`config.mk`:
```
export PLATFORM = sky130hd
export DESIGN_NAME = asl_isqrt_stage
export DESIGN_NICKNAME = d
export VERILOG_FILES = /design/src/asl_pkg.sv /design/src/asl_isqrt_stage.sv
export SDC_FILE = /design/constraint.sdc
export NUM_CORES = 1
export LEC_CHECK = 0
export BUFFER_PORTS_ARGS = -buffer_cell sky130_fd_sc_hd__buf_2
export CORE_AREA = 2 2 224 226
export DETAILED_ROUTE_END_ITERATION = 6
export DIE_AREA = 0 0 226 228
export PLACE_DENSITY = 0.69
export SKIP_LAST_GASP = 1
export SLEW_MARGIN = 20
export SYNTH_ARGS = -nofsm -noshare
export SYNTH_HDL_FRONTEND = slang
export SYNTH_SLANG_ARGS = --single-unit
```
`constraint.sdc`:
```
create_clock -name i_clk -period 23.2 [get_ports i_clk]
set_input_delay 4.64 -clock i_clk [delete_from_list [all_inputs] [get_ports i_clk]]
set_output_delay 4.64 -clock i_clk [all_outputs]
set_load 0.01 [all_outputs]
```
`src/asl_pkg.sv`:
```
// Shared types and constants for the audio soft limiter.
`timescale 1ns / 1ps
`default_nettype none
package asl_pkg;
    localparam int SAMPLE_W = 24;
    localparam int OUT_W    = 22;
    localparam int MAG_W    = 24;
    localparam int RES_W    = 21;
    localparam int NBITS    = 21;
    // Search remainder and running product widths, both two's complement.
    localparam int D_W      = 96;
    localparam int W_W      = 72;

    typedef enum logic [1:0] {
        MODE_ISQRT = 2'd0,
        MODE_CUBIC = 2'd1,
        MODE_HARD  = 2'd2,
        MODE_NONE  = 2'd3
    } t_mode;

    localparam logic [MAG_W-1:0] Q_ONE     = 24'd1048576;
    localparam logic [MAG_W-1:0] CUBIC_LIM = 24'd1572864;
    // Bias that turns the cube quotient into round to nearest, ties toward zero.
    localparam logic [62:0]      CUBIC_RND = 63'((64'd27 << 37) - 64'd1);
    // ceil(2^32 / 27): exact floor division by 27 for any 24-bit dividend.
    localparam logic [27:0]      DIV27_RECIP = 28'd159072863;
    localparam logic [48:0]      S_BIAS    = 49'(64'd1 << 40);

    // Control and data that travel down the pipeline with each item.
    typedef struct packed {
        logic              valid;
        logic              neg;
        t_mode             mode;
        logic [MAG_W-1:0]  mag;
    } t_front;
endpackage
`default_nettype wire

```
`src/asl_isqrt_stage.sv`:
```
// One bit of the inverse square root search for the limiter.
`timescale 1ns / 1ps
`default_nettype none
module asl_isqrt_stage #(
    parameter int BIT = 20
) (
    input  wire logic        i_clk,
    input  wire logic        i_rst_n,
    input  wire logic        i_adv,
    input  wire asl_pkg::t_front i_ctl,
    input  wire logic [48:0] i_s,
    input  wire logic [asl_pkg::D_W-1:0] i_d,
    input  wire logic [asl_pkg::W_W-1:0] i_w,
    input  wire logic [20:0] i_m,
    input  wire logic [19:0] i_cub,
    output asl_pkg::t_front  o_ctl,
    output logic [48:0]      o_s,
    output logic [asl_pkg::D_W-1:0] o_d,
    output logic [asl_pkg::W_W-1:0] o_w,
    output logic [20:0]      o_m,
    output logic [19:0]      o_cub
);
    import asl_pkg::*;

    logic [20:0]    k;
    logic [D_W-1:0] w_ext;
    logic [D_W-1:0] d_try;
    logic           take;
    t_front         r_ctl;
    logic [48:0]    r_s;
    logic [D_W-1:0] r_d;
    logic [W_W-1:0] r_w;
    logic [20:0]    r_m;
    logic [19:0]    r_cub;

    // Try setting this bit: keep it if k <= 2^20 and (2k-1)^2 * (a^2+2^40) <= 2^42 * a^2.
    // D holds 2^42*a^2 - (2m-1)^2*s and W holds (2m-1)*s, so the test is
    // two shifted subtracts and a sign check.
    always_comb begin
        k     = i_m | (21'd1 << BIT);
        w_ext = {{(D_W - W_W){i_w[W_W-1]}}, i_w};
        d_try = i_d - (w_ext << (BIT + 2)) - (D_W'(i_s) << (2 * BIT + 2));
        take  = ({3'd0, k} <= Q_ONE) && !d_try[D_W-1];
    end

    // Advance one bit per stage.
    always_ff @(posedge i_clk) begin
        if (!i_rst_n) begin
            r_ctl.valid <= 1'b0;
        end else if (i_adv) begin
            r_ctl <= i_ctl;
            r_s   <= i_s;
            r_d   <= take ? d_try : i_d;
            r_w   <= take ? (i_w + (W_W'(i_s) << (BIT + 1))) : i_w;
            r_m   <= take ? k : i_m;
            r_cub <= i_cub;
        end
    end

    assign o_ctl = r_ctl;
    assign o_s   = r_s;
    assign o_d   = r_d;
    assign o_w   = r_w;
    assign o_m   = r_m;
    assign o_cub = r_cub;
endmodule
`default_nettype wire

```
Yosys cells after proc, flatten, opt, wreduce, memory -nomap -nowiden:

Cells that the tools add are included.

* register bits: 286
* bits of input ports: 289
* output and inout bits: 286
* logic and storage cells: 19

* add/subtract/negate cells: 3
* order comparisons: 1
* muxes and demuxes: 2
* reductions and logical operators: 3

Operators by type and width (count)
* $mux W96: 1
* $sub A96 B91 Y96: 1
* $sub A96 B96 Y96: 1
* $add A72 B70 Y72: 1
* $mux W72: 1
* $le A21 B21 Y1 const B: 1
* $reduce_and A2 Y1: 1
* $logic_and A1 B1 Y1: 1
* $logic_not A1 Y1: 1

Depth between registers and ports, before layout:

Gate-level depths: netlist of run 1.

* word-level depth: 5
* mapped depth: 17
* gate-level depth less buffers: 14

Least setup slack after synthesis of run 1:

OpenSTA, ideal clock, no wires.

* path kind: in2reg
* from: input i_adv
* to: register r_ctl (netlist bit o_ctl[0]) (enable)
* setup time: 0.681 ns
* arrival: 11.072 ns
* required time: 22.519 ns
* setup slack: 11.447 ns
* stages on the path: 1
* path buffers: 0
* path through: and2_1

* cells in the longest elaborated chain, start to end: 1

RTL lines
* start: declaration: RTL line asl_isqrt_stage.sv:9 `input wire logic i_adv,`
* $reduce_and A2 Y1 (no line)
* end signal: assignment: RTL line asl_isqrt_stage.sv:51 `r_ctl <= i_ctl;`
* end: declaration: RTL line asl_isqrt_stage.sv:29 `t_front r_ctl;`

No other way between the ends.
A chain may end at the register's enable or synchronous reset.

Final worst setup path of run 1:

* from: input i_s[23]
* to: register r_w[35] (netlist: o_w[35]) (data pin)

* cells in the longest elaborated chain, start to end: 4

RTL lines
* start: declaration: RTL line asl_isqrt_stage.sv:11 `input wire logic [48:0] i_s,`
* $sub A96 B91 Y96: RTL line asl_isqrt_stage.sv:42 `d_try = i_d - (w_ext << (BIT + 2)) - (D_W'(i_s) << (2 * BIT + 2));`
* $logic_not A1 Y1: RTL line asl_isqrt_stage.sv:43 `take = ({3'd0, k} <= Q_ONE) && !d_try[D_W-1];`
* $logic_and A1 B1 Y1: RTL line asl_isqrt_stage.sv:43
* $mux W72: RTL line asl_isqrt_stage.sv:54 `r_w <= take ? (i_w + (W_W'(i_s) << (BIT + 1))) : i_w;`
* end signal: assignment: RTL line asl_isqrt_stage.sv:54
* end: declaration: RTL line asl_isqrt_stage.sv:32 `logic [W_W-1:0] r_w;`

No other way between the ends.

==> flow_metrics.tcl, run 1 <==
set metrics [dict create \
    outcome "complete, no violations" \
    clk-insertion-delay-late_ps 550 \
    power_density_mw_per_mm2 68.23 \
    fin_nets 2786 \
    rsz0062_at_grt "false" \
    seq_area_frac_synth 0.4422 \
    drv_slew 0 \
    grt_pass1_vias 16110 \
    start_util 0.3931 \
    cts.clk_slew.worst_paths_ps 60 \
    die_h_um 228 \
    coreArea_sq_mm 0.04935 \
    first_pass_iters 6 \
    drv_cap 0 \
    tightest_slew_ps 1016 \
    p_leak_nw 10.96 \
    startpoint "i_s[23]" \
    io_pins 575 \
    fillers 4520 \
    antenna_found_initial 7 \
    clk_path_buf_depth 3 \
    setup_viol 0 \
    synth-xor-area-share 0.05179 \
    cts_buffers 34 \
    synth_top_family_by_area "adder cells" \
    final_cell_mix "buf_2, edfxtp_1, inv_1" \
    cp_max_fo 43 \
    wire_per_inst_um 20.09 \
    drive_above_1_share 0.2978 \
    maxSlewHeadroom 0.3228 \
    ys.flop_type "edfxtp_1" \
    cts_resized 0 \
    synth_simple_gate_area_frac 0.09017 \
    syn_inst 1761 \
    arrival_ps 9390 \
    viasPerCell 5.319 \
    synth-compound-area-share 0.1436 \
    ant_nets 0 \
    max_freq_ghz 0.1098 \
    min_period_ps 9107 \
    htreeDepth 2 \
    whs_ps 529.0 \
    synthesis.area_sq_mm 0.01940 \
    cts_tree "yes" \
    synth_fa_ha_area_frac 0.1464 \
    min_from "o_ctl[27]$_SDFFE_PN0P_" \
    grt_max_degree 76 \
    cts_root_buffer "clkbuf_16" \
    ys_async_sr_fraction 0 \
    required_ps 23480 \
    synth_area_per_cell_sq_um 11.02 \
    via_count 15960 \
    wirelength_um 60300 \
    floorplan.die.width_um 226 \
    grt_pass1_wl_um 91600 \
    synth_edf_count 285 \
    grtUsageTotal 0.2282 \
    rows 82 \
    die-area_sq_mm 0.05153 \
    gp_congestion 0.9442 \
    drc 0 \
    drt_iter0_drc 1062 \
    r2r_start "o_ctl[27]$_SDFFE_PN0P_" \
    grt_overflow_total 0 \
    dpl.hpwl_um 48380 \
    ir_drop_v 0.00005835 \
    hold_class "reg2reg" \
    synth.area.mux_share 0.06566 \
    area_growth_syn_to_layout_pct 22.48 \
    cp-start-kind "input pin" \
    ctsHoldBuffers 0 \
    tns_ps 0 \
    hold_violations 0 \
    ys_types 80 \
    syn_nets 2247 \
    timing.final.crit_share 0.3926 \
    cts_sinks 286 \
    post-cts-setup-buffers 0 \
    ys_warn_count 0 \
    cp-end-kind "flop" \
    final_common_cell "buf_2" \
    skew_ps 0 \
    yosys_register_bits 286 \
    path_class "in2reg" \
    port_buffers 574 \
]
==> registers in the layout, indices dropped and copies added (netlist names) <==
register  count
o_d          96
o_w          72
o_s          49
o_ctl        28
o_m          21
o_cub        20
==> worst max-delay path, stage by stage <==
cell      delay [ps]
buf_2            110
inv_1             60
fa_1             520
ha_1             430
nand3_1          220
nor2_1           210
nand4_1          310
nor4_1           550
nand2_1          180
o211ai_4         330
mux2i_1          160
nor3_2           220
buf_4            350
buf_4            630
mux2_2           410
==> area by class of cell <==
type | count | area [sq um] | share of cell area
clock buffers | 41 | 877.1 | 0.03691
repair buffers | 581 | 2925 | 0.1231
diodes | 5 | 12.51 | 0.0005266
flip-flops and latches | 286 | 8578 | 0.3610
clock inverters | 19 | 115.1 | 0.004845
well taps | 672 | 840.8 | 0.03539
inverters | 200 | 750.7 | 0.03160
multi-input cells | 1197 | 9661 | 0.4066
==> metrics by stage <==
| stage | setup WS [ps] | power, W | instances | cell area (sq um) | utilization |
|---|---|---|---|---|---|
| 2_1_floorplan | 11450 | 0.0009707 | 1761 | 19400 | - |
| 3_3_place_gp | 13360 | 0.001123 | 2936 | 22760 | 0.4611 |
| 3_5_place_dp | 13370 | 0.001131 | 2936 | 22760 | 0.4611 |
| 4_1_cts | 13940 | 0.001629 | 2996 | 23750 | 0.4812 |
| 5_1_grt | 13740 | 0.001704 | 3001 | 23760 | 0.4815 |
| 6_report | 14090 | 0.001621 | 3001 | 23760 | 0.4815 |
==> kinds of logic after synthesis <==
| family | Yosys count |
|---|---|
| compound gates | 418 |
| simple gates | 349 |
| flops | 286 |
| buf+inv | 278 |
| fa+ha+maj | 197 |
| mux | 120 |
| xor+xnor | 113 |
==> layer usage <==
layer	wire length, um	track usage
met1	24850	0.2907
met5	11	0
met4	1726	0.08796
met2	29210	0.3827
met3	4510	0.04276
==> path summary, 6_finish.rpt <==
kind                       endpoint  slack (ps)  cells past startpoint
max               o_w[35]$_DFFE_PP_       14090                     15
min          o_ctl[27]$_SDFFE_PN0P_         530                      2
max reg2reg  o_ctl[27]$_SDFFE_PN0P_       22610                      2
min reg2reg  o_ctl[27]$_SDFFE_PN0P_         530                      2
==> where the power goes <==
group	internal, W	switching [W]
clock network	0.000272	0.000220
registers	0.000608	0.00000984
logic	0.000201	0.000310
==> Yosys cell counts (all sizes together), types with 31 or more instances <==
library cell    n  area share
nand2         103       0.020
nor2           70       0.014
a21o           79       0.031
clkbuf         50      0.0097
nand4          33       0.011
ha            147       0.095
a21oi         120       0.031
mux2           58       0.034
mux2i          62       0.032
o21ai          69       0.018
xor2           55       0.025
xnor2          57       0.026
nand3          31      0.0080
edfxtp        285        0.44
inv           200       0.039
fa             50       0.052
No activity file was read; power rests on OpenSTA's default activity.
==> inputs of run 2 (changes only) <==
--- a/config.mk
+++ b/config.mk
@@ -6,10 +6,10 @@
 export NUM_CORES = 1
 export LEC_CHECK = 0
 export BUFFER_PORTS_ARGS = -buffer_cell sky130_fd_sc_hd__buf_2
-export CORE_AREA = 2 2 224 226
+export CORE_AREA = 2 2 223 225
 export DETAILED_ROUTE_END_ITERATION = 6
-export DIE_AREA = 0 0 226 228
-export PLACE_DENSITY = 0.69
+export DIE_AREA = 0 0 225 227
+export PLACE_DENSITY = 0.72
 export SKIP_LAST_GASP = 1
 export SLEW_MARGIN = 20
 export SYNTH_ARGS = -nofsm -noshare
==> constraint.sdc (replaced) <==
create_clock -name i_clk -period 7.9 [get_ports i_clk]
set_input_delay 1.58 -clock i_clk [delete_from_list [all_inputs] [get_ports i_clk]]
set_output_delay 1.58 -clock i_clk [all_outputs]
set_load 0.01 [all_outputs]
==> flow_metrics.tcl, run 2 (synthesis results as in run 1) <==
set metrics [dict create \
    dp_slack_ps 1450 \
    grt_max_degree 163 \
    hold_violations 0 \
    cts_tree "yes" \
    drc 0 \
    grt_pass1_vias 15870 \
    gp_congestion 0.9275 \
    cp_max_fo 37 \
    start_util 0.3996 \
    first_pass_iters 5 \
    min_from "o_ctl[27]$_SDFFE_PN0P_" \
    utilization 0.4903 \
    whs_ps 542.4 \
    r2r.worst_path.cells 2 \
    wirelength_um 61410 \
    rows 81 \
    drive_above_1_share 0.2984 \
    die_h_um 227 \
    power_density_mw_per_mm2 206.1 \
    path_class "in2reg" \
    post-cts-setup-buffers 0 \
    finalPower_w 0.004906 \
    largest_reg_flops 96 \
    worstHoldEndpoint "o_ctl[27]$_SDFFE_PN0P_" \
    rsz0062_at_grt "false" \
    r2r_start "o_ctl[27]$_SDFFE_PN0P_" \
    setup_slack_ps 2182 \
    cts_sinks 286 \
    wire_per_inst_um 20.87 \
    tightest_slew_ps 1032 \
    drt_iter0_drc 1279 \
    max_freq_ghz 0.1749 \
    timing.final.crit_share 0.7238 \
    arrival_ps 6000 \
    setup_viol 0 \
    die-area_sq_mm 0.05108 \
    area_growth_syn_to_layout_pct 22.70 \
    r2r_slack_ps 7300 \
    ctsHoldBuffers 0 \
    grt_pass1_wl_um 91360 \
    cp-end-kind "flop" \
    drv_cap 0 \
    cts.clk_slew.worst_paths_ps 60 \
    drv_slew 0 \
    clk_path_buf_depth 3 \
    tns_ps 0 \
    antenna_found_initial 3 \
    io_pins 575 \
    ant_nets 0 \
    p_leak_nw 11.02 \
    required_ps 8180 \
    cts_resized 0 \
    fin_nets 2784 \
    outcome "complete, no violations" \
    cp-start-kind "input pin" \
    clk-insertion-delay-late_ps 540 \
    cts_buffers 34 \
    min_period_ps 5718 \
    ir_drop_v 0.0001694 \
    grtUsageTotal 0.2316 \
    final_common_cell "buf_2" \
    r2r_end "o_ctl[27]$_SDFFE_PN0P_" \
    maxSlewHeadroom 0.3121 \
    coreArea_sq_mm 0.04855 \
    htreeDepth 2 \
    port_buffers 574 \
    min_path_cells 2 \
    viasPerCell 5.412 \
    hold_class "reg2reg" \
    via_count 15920 \
    skew_ps 0 \
    floorplan.die.width_um 225 \
    dpl.hpwl_um 49290 \
    cts_root_buffer "clkbuf_16" \
    final_cell_mix "buf_2, edfxtp_1, inv_1" \
    grt_overflow_total 0 \
]
[run 2: cell count changes in the layout (fill, tap and decap cells not counted), moves of 2 or more]
cell and delta:
diode_2 -4, clkinv_2 -2, inv_6 -3, buf_4 -4, clkbuf_8 +2, bufinv_16 +3
clkbuf_1 -5, buf_12 +2
[run 2: cell type report]
type                            instances  area, sq um
Sequential cell                       286         8578
Clock buffer                           39        910.9
Antenna cell                            1        2.502
Clock inverter                         18        186.4
Fill cell                            4360        24740
Timing Repair Buffer                  579         2935
Multi-Input combinational cell       1197         9661
Inverter                              200        750.7
Tap cell                              622        778.2
[run 2: worst max-delay path by stage]
stage | start | to | slack, ps | depth (start not counted)
after floorplan | i_rst_n | o_ctl[0]$_DFFE_PP_ | 2370 | 1
after global placement | i_s[21] | o_d[59]$_DFFE_PP_ | 1460 | 14
after detailed placement | i_s[21] | o_d[65]$_DFFE_PP_ | 1450 | 14
after CTS | i_s[21] | o_d[65]$_DFFE_PP_ | 2040 | 14
after global routing | i_s[22] | o_d[67]$_DFFE_PP_ | 1840 | 14
final | i_s[21] | o_d[70]$_DFFE_PP_ | 2180 | 14
[run 2: where the power goes]
part / total (W) / leakage [nW] / internal, W / switching, W
Sequential: 0.00182 / 2.68 / 0.00179 / 0.0000300
Clock: 0.00158 / 0.540 / 0.000926 / 0.000657
Combinational: 0.00151 / 7.80 / 0.000590 / 0.000917
Total: 0.00491 / 11.0 / 0.00330 / 0.00160
[run 2: worst max-delay path: stages]
cell and delay, ps:
buf_2 130, inv_1 70, fa_1 470, ha_1 430, nand3_1 200, nor2_1 220
nand4_1 310, nor4_1 570, nand2_1 190, o211ai_4 320, mux2i_1 170, nor3_2 280
buf_4 600, mux2_2 420
[run 2: through the flow]
stage                     cells  cell area (sq um)
final                      2942              23800
after global routing       2941              23800
after CTS                  2941              23800
after detailed placement   2884              22700
after global placement     2884              22700
after floorplan            1761              19400
[run 2: layer usage]
| metal | vias up | GRT usage | part of all wire | routed length (um) |
|---|---|---|---|---|
| li1 | 7495 | - | - | - |
| met4 | 0 | 0.07327 | 0.025 | 1542 |
| met3 | 97 | 0.04311 | 0.074 | 4534 |
| met1 | 7636 | 0.2947 | 0.41 | 24920 |
| met2 | 693 | 0.3994 | 0.50 | 30420 |
| met5 | - | 0 | 0 | 0 |
